File: src/sv/sst_pkg.sv
// ----------------------------------------------------------------------------
// sst_pkg: shared definitions for the Scharr structure tensor front end
// Sizes, gradient weights, the weighted column sum and the stage payloads.
// ----------------------------------------------------------------------------
`default_nettype none

package sst_pkg;

  // Frame limits and the derived counter widths.
  localparam int MAX_WIDTH  = 1024;
  localparam int MAX_HEIGHT = 1024;
  localparam int MIN_WIDTH  = 18;
  localparam int COL_W      = $clog2(MAX_WIDTH);
  localparam int ROW_W      = $clog2(MAX_HEIGHT + 1);
  localparam int CFG_W      = 11;

  // Pixel and result field widths.
  localparam int PIX_W  = 8;
  localparam int SUM_W  = 16;
  localparam int GRD_W  = SUM_W + 1;
  localparam int PRD_W  = 2 * GRD_W;
  localparam int SQ_W   = 10;
  localparam int XY_W   = 11;
  localparam int POS_W  = 10;
  localparam int FLOOR_SHIFT = 20;
  localparam int RES_W  = 2 * SQ_W + XY_W + 2 * POS_W;
  localparam int OUT_TDATA_W = ((RES_W + 7) / 8) * 8;

  // Scharr weights, already scaled by eight.
  localparam int W_EDGE = 3 * 8;
  localparam int W_MID  = 10 * 8;

  // Line store entry: pixel two rows up in the upper byte, one row up below.
  localparam int LINE_W = 2 * PIX_W;

  // Gradient stage payload.
  typedef struct packed {
    logic signed [GRD_W-1:0] dx;
    logic signed [GRD_W-1:0] dy;
    logic [POS_W-1:0]        crow;
    logic [POS_W-1:0]        ccol;
  } grad_t;

  // Result payload, packed so that grad_xx lands in the lowest bits.
  typedef struct packed {
    logic [POS_W-1:0]       ccol;
    logic [POS_W-1:0]       crow;
    logic signed [XY_W-1:0] xy;
    logic [SQ_W-1:0]        yy;
    logic [SQ_W-1:0]        xx;
  } res_t;

  // Weighted sum of three pixels along one column or row: 24*a + 80*b + 24*c.
  function automatic logic [SUM_W-1:0] wsum(input logic [PIX_W-1:0] a,
                                            input logic [PIX_W-1:0] b,
                                            input logic [PIX_W-1:0] c);
    logic [SUM_W-1:0] ea;
    logic [SUM_W-1:0] eb;
    logic [SUM_W-1:0] ec;
    ea = SUM_W'(a);
    eb = SUM_W'(b);
    ec = SUM_W'(c);
    return SUM_W'(W_EDGE) * (ea + ec) + SUM_W'(W_MID) * eb;
  endfunction

endpackage

`default_nettype wire

File: src/sv/sst_tensor.sv
// ----------------------------------------------------------------------------
// sst_tensor: structure tensor products and output register
// Squares and cross-multiplies the gradients, floors by 2^20 and holds the
// result until the downstream side takes it.
// ----------------------------------------------------------------------------
`default_nettype none

module sst_tensor (
  input  wire logic           clk,
  input  wire logic           rst_n,
  input  wire logic           grad_valid,
  output logic                grad_ready,
  input  wire sst_pkg::grad_t grad,
  output logic                res_valid,
  input  wire logic           res_ready,
  output sst_pkg::res_t       res
);

  import sst_pkg::*;

  logic              res_valid_r, res_valid_nxt;
  res_t              res_r;
  logic signed [PRD_W-1:0] p_xx, p_yy, p_xy;
  logic signed [PRD_W-1:0] f_xx, f_yy, f_xy;

  assign grad_ready = !res_valid_r || res_ready;

  // Products and arithmetic floor by 2^20.
  assign p_xx = grad.dx * grad.dx;
  assign p_yy = grad.dy * grad.dy;
  assign p_xy = grad.dy * grad.dx;
  assign f_xx = p_xx >>> FLOOR_SHIFT;
  assign f_yy = p_yy >>> FLOOR_SHIFT;
  assign f_xy = p_xy >>> FLOOR_SHIFT;

  always_comb begin
    res_valid_nxt = res_valid_r;
    if (grad_ready) begin
      res_valid_nxt = grad_valid;
    end
  end

  // Output valid.
  always_ff @(posedge clk) begin
    if (!rst_n) begin
      res_valid_r <= 1'b0;
    end else begin
      res_valid_r <= res_valid_nxt;
    end
  end

  // Output payload.
  always_ff @(posedge clk) begin
    if (grad_ready && grad_valid) begin
      res_r.xx   <= f_xx[SQ_W-1:0];
      res_r.yy   <= f_yy[SQ_W-1:0];
      res_r.xy   <= f_xy[XY_W-1:0];
      res_r.crow <= grad.crow;
      res_r.ccol <= grad.ccol;
    end
  end

  assign res_valid = res_valid_r;
  assign res       = res_r;

endmodule

`default_nettype wire

File: config.mk
export PLATFORM = sky130hd
export DESIGN_NAME = sst_tensor
export DESIGN_NICKNAME = d
export VERILOG_FILES = /design/src/sv/sst_pkg.sv /design/src/sv/sst_tensor.sv
export SDC_FILE = /design/constraint.sdc
export NUM_CORES = 2
export LEC_CHECK = 0
export BUFFER_PORTS_ARGS = -buffer_cell sky130_fd_sc_hd__buf_2
export CAP_MARGIN = 40
export CORE_MARGIN = 3
export CORE_UTILIZATION = 50
export CTS_CLUSTER_SIZE = 28
export DETAILED_ROUTE_END_ITERATION = 10
export PLACE_DENSITY = 0.67
export SLEW_MARGIN = 25
export SYNTH_ARGS = -nofsm -noshare
export SYNTH_HDL_FRONTEND = slang
export SYNTH_SLANG_ARGS = --single-unit
export TNS_END_PERCENT = 10
File: constraint.sdc
create_clock -name clk -period 6.35 [get_ports clk]
set_clock_uncertainty 0.05 [all_clocks]
set_input_delay 0.3175 -clock clk [delete_from_list [all_inputs] [get_ports clk]]
set_output_delay 0.3175 -clock clk [all_outputs]
set_load 0.03 [all_outputs]
==> flow_summary.yaml <==
status:
  status: "finished clean"
die:
  die_w_um: 244.0
  die-area_um2: 59520
  die_h_um: 244.0
  start_util: 0.5099
  num_rows: 86
  coreArea_um2: 55520
  pin_count: 111
placed_design:
  hpwl_um: 53990
  placed_area_um2: 30600
  portBuffers: 110
  gp_congestion: 0.8588
clocking:
  clk_latency_ns: 0.32
  cts.sinks: 52
  cts_max_level: 2
  cts.path.max_buffers: 2
  postCtsHoldBufs: 0
  clkTransAtPathRegs_ns: 0.08
  cts_tree: "built"
  cts_buffers: 5
  cts_root_buf: "clkbuf_16"
global_route:
  grt_use_met3: 0.01294
  grt_pass1_wl_um: 108600
  grt_most_used_layer: "met2"
  grtUsageMet2: 0.4089
  grt.overflow.total: 0
  grt_use_total: 0.2262
  use_met1: 0.3026
  antenna_found_initial: 3
  grt_pass1_vias: 22258
  grt_max_degree: 52
critical_path:
  max_stage_delay_ns: 0.59
  rrSetupSlack_ns: 4.76
  critPathArrivalTime_ns: 6.18
  cp_data_required_time_ns: 6.36
  path_max_fanout: 13
  rr_worst_depth: 3
  reg2reg_from: "res_valid"
  path_cells: "clkbuf_4 -> buf_12 -> nand2_1 -> inv_1 -> fa_1 -> inv_1 -> fa_1 -> fa_1 -> fa_1 -> fa_1 -> fa_1 -> inv_1 -> ha_1 -> a21oi_1 -> o21ai_1 -> a311oi_1 -> o31ai_1 -> buf_4 -> nand3_1 -> nand3_1 -> a2111oi_0 -> nor4bb_1"
  cp_slowest_cell: "fa_1"
  worstSetupEndpointType: "flop"
  start_kind: "input port"
  critPathKind: "in2reg"
  cp_common_cell: "fa_1"
  rr_endpoint: "res[2]"
timing:
  rsz0062_at_grt: "false"
  tns_ns: 0
  fin_crit_ns: 6.166
  worst_pin_slew_ns: 0.7457
  clock.fmax_mhz: 162.2
  fin_crit_sh: 0.9710
  drv_slew: 0
  slew_headroom: 0.5029
  setup_violations: 0
  hold_viol_final: 0
yosys:
  synth-main-ff-cell: "edfxtp_1"
  synth_edf_count: 51
  synth_top_family_by_area: "adder cells"
  synthArstFlopShare: 0
  ys_ff_latch: 52
  yosys.area_share.xor_xnor: 0.02846
  synth_simple_gate_area_frac: 0.1181
  synth_fa_ha_area_frac: 0.6342
  synth_cells: 2939
  synth_nets: 3982
  synth_compound_area_frac: 0.02926
  synthMuxAreaShare: 0.0003535
  ys_warn_count: 0
  ys_seq_area_frac: 0.05480
  avgSynthCellArea_um2: 9.633
  syn_area_um2: 28310
  synth_cell_types: 56
final_layout:
  final_util: 0.5542
  drive_gt1_frac: 0.09082
  n_fill_cell: 5024
  syn2layout_area_growth_pct: 8.688
  final_nets: 4136
  finalInstanceArea_um2: 30770
route:
  drt-total-wl_um: 62050
  drc: 0
  ant_nets: 0
  vias: 19101
  drt_first_iter_violations: 972
  drtPass1Iterations: 5
  via_per_inst: 4.969
  avgRoutedWirePerCell_um: 16.14
worst_hold_path:
  holdPathStages: 1
  hold_end: "res[43]"
  min_from: "grad[2]"
  hold_path.class: "in2reg"
flow_run:
  maxCapViolations: 0
## how the worst max path moves through the flow
| stage | slack (ns) | cells past startpoint | start | to |
|---|---|---|---|---|
| global route | 0.0005 | 22 | grad[39] | res[30] |
| CTS | 0.22 | 20 | grad[39] | res[9] |
| finish | 0.18 | 22 | grad[39] | res[30] |
| floorplan | 0.04 | 23 | grad[45] | res[6] |
| global placement | -0.06 | 20 | grad[39] | res[9] |
| detailed placement | -0.12 | 20 | grad[39] | res[9] |
## final cells by class
cell class,count,area [um^2],area share
clock buffer,6,128.9,0.004188
antenna,2,5.005,0.0001626
tap,748,935.9,0.03041
sequential,52,1551,0.05042
inverter,904,3393,0.1103
timing repair buffer,260,1792,0.05823
clock inverter,2,16.27,0.0005286
multi-input combinational,1870,22950,0.7458
## metal layers
| layer | up-vias | share of wire |
|---|---|---|
| met5 | - | 0.00015 |
| met4 | 2 | 0.020 |
| met3 | 70 | 0.036 |
| met2 | 392 | 0.53 |
| met1 | 9984 | 0.41 |
| li1 | 8653 | - |
## registers in the layout, indices dropped and copies added (netlist names)
signal and flops:
res_valid 1, res 51
## cell families after synthesis
logic type,count (synthesis)
AOI/OAI and AO/OA,120
xor gates and xnor gates,92
adders and majority gates,985
buffers and inverters,1017
DFF,52
muxes,1
and+or+nand+nor,672
## Yosys cell counts, types with 2 or more instances
| master | n | area share |
|---|---|---|
| nand4b_1 | 2 | 0.00062 |
| a211oi_1 | 3 | 0.00080 |
| nor2_1 | 58 | 0.0077 |
| xor2_1 | 21 | 0.0065 |
| fa_1 | 750 | 0.53 |
| edfxtp_1 | 51 | 0.054 |
| nand3_1 | 8 | 0.0014 |
| nor3_1 | 7 | 0.0012 |
| o21ai_1 | 9 | 0.0016 |
| nand2b_1 | 17 | 0.0038 |
| a21oi_1 | 36 | 0.0064 |
| a2111o_1 | 2 | 0.00080 |
| a21o_1 | 15 | 0.0040 |
| nor2b_1 | 14 | 0.0031 |
| inv_1 | 904 | 0.12 |
| a21oi_2 | 2 | 0.00062 |
| ha_1 | 235 | 0.10 |
| o31ai_1 | 3 | 0.00080 |
| clkbuf_1 | 112 | 0.015 |
| and4_1 | 2 | 0.00062 |
| a311oi_1 | 2 | 0.00062 |
| a221o_1 | 2 | 0.00071 |
| a31o_2 | 2 | 0.00062 |
| nand2_1 | 287 | 0.038 |
| o21ai_0 | 13 | 0.0023 |
| o21a_1 | 3 | 0.00080 |
| a2111oi_0 | 2 | 0.00062 |
| and2_1 | 253 | 0.056 |
| a31oi_1 | 7 | 0.0015 |
| or2_2 | 4 | 0.00088 |
| xnor2_1 | 71 | 0.022 |
| nand4_1 | 6 | 0.0013 |
| and4b_1 | 2 | 0.00071 |
| and3_1 | 9 | 0.0020 |
| o21bai_1 | 4 | 0.0011 |
## cell usage in the layout (no fill, tap or decap), types with 6 or more instances in the layout
cell / Yosys / layout
fa_1: 750 / 750
buf_4: 0 / 142
edfxtp_1: 51 / 51
and3_1: 9 / 9
clkbuf_4: 0 / 6
xnor2_1: 71 / 71
nand2b_1: 17 / 17
nand3_1: 8 / 8
nor3_1: 7 / 7
nor2_1: 58 / 58
a21o_1: 15 / 15
buf_12: 0 / 8
nor2b_1: 14 / 14
and2_1: 253 / 252
a31oi_1: 7 / 7
ha_1: 235 / 235
nand2_1: 287 / 287
a21oi_1: 36 / 36
o21ai_0: 13 / 12
o21ai_1: 9 / 10
xor2_1: 21 / 21
inv_1: 904 / 904
buf_2: 0 / 104
nand4_1: 6 / 6
## timing repair
item	CTS	global route
resized for setup	0	8
endpoints found under the setup margin	0	6
buffers inserted	0	0
## per-stage QoR
| stage | worst slack, ns | std cells | hold WS, ns |
|---|---|---|---|
| 6_report | 0.1844 | 3844 | 0.1157 |
| 5_1_grt | 0.0005089 | 3844 | 0.1094 |
| 4_1_cts | 0.2214 | 3842 | 0.1064 |
| 3_5_place_dp | -0.1190 | 3834 | 0.4457 |
| 3_3_place_gp | -0.06059 | 3834 | 0.4422 |
| 2_1_floorplan | 0.04440 | 2939 | 0.3664 |
## critical path: cells and delay by family
family / cells / cell delay (ns)
adders and majority gates: 7 / 3.40
AOI/OAI and AO/OA: 5 / 1.14
and+or+nand+nor: 4 / 0.43
buffers and inverters: 6 / 0.87
Power is left out: the tool's default activity adds up to more than one toggle a clock period on the data nets, which glitch-free logic cannot reach.
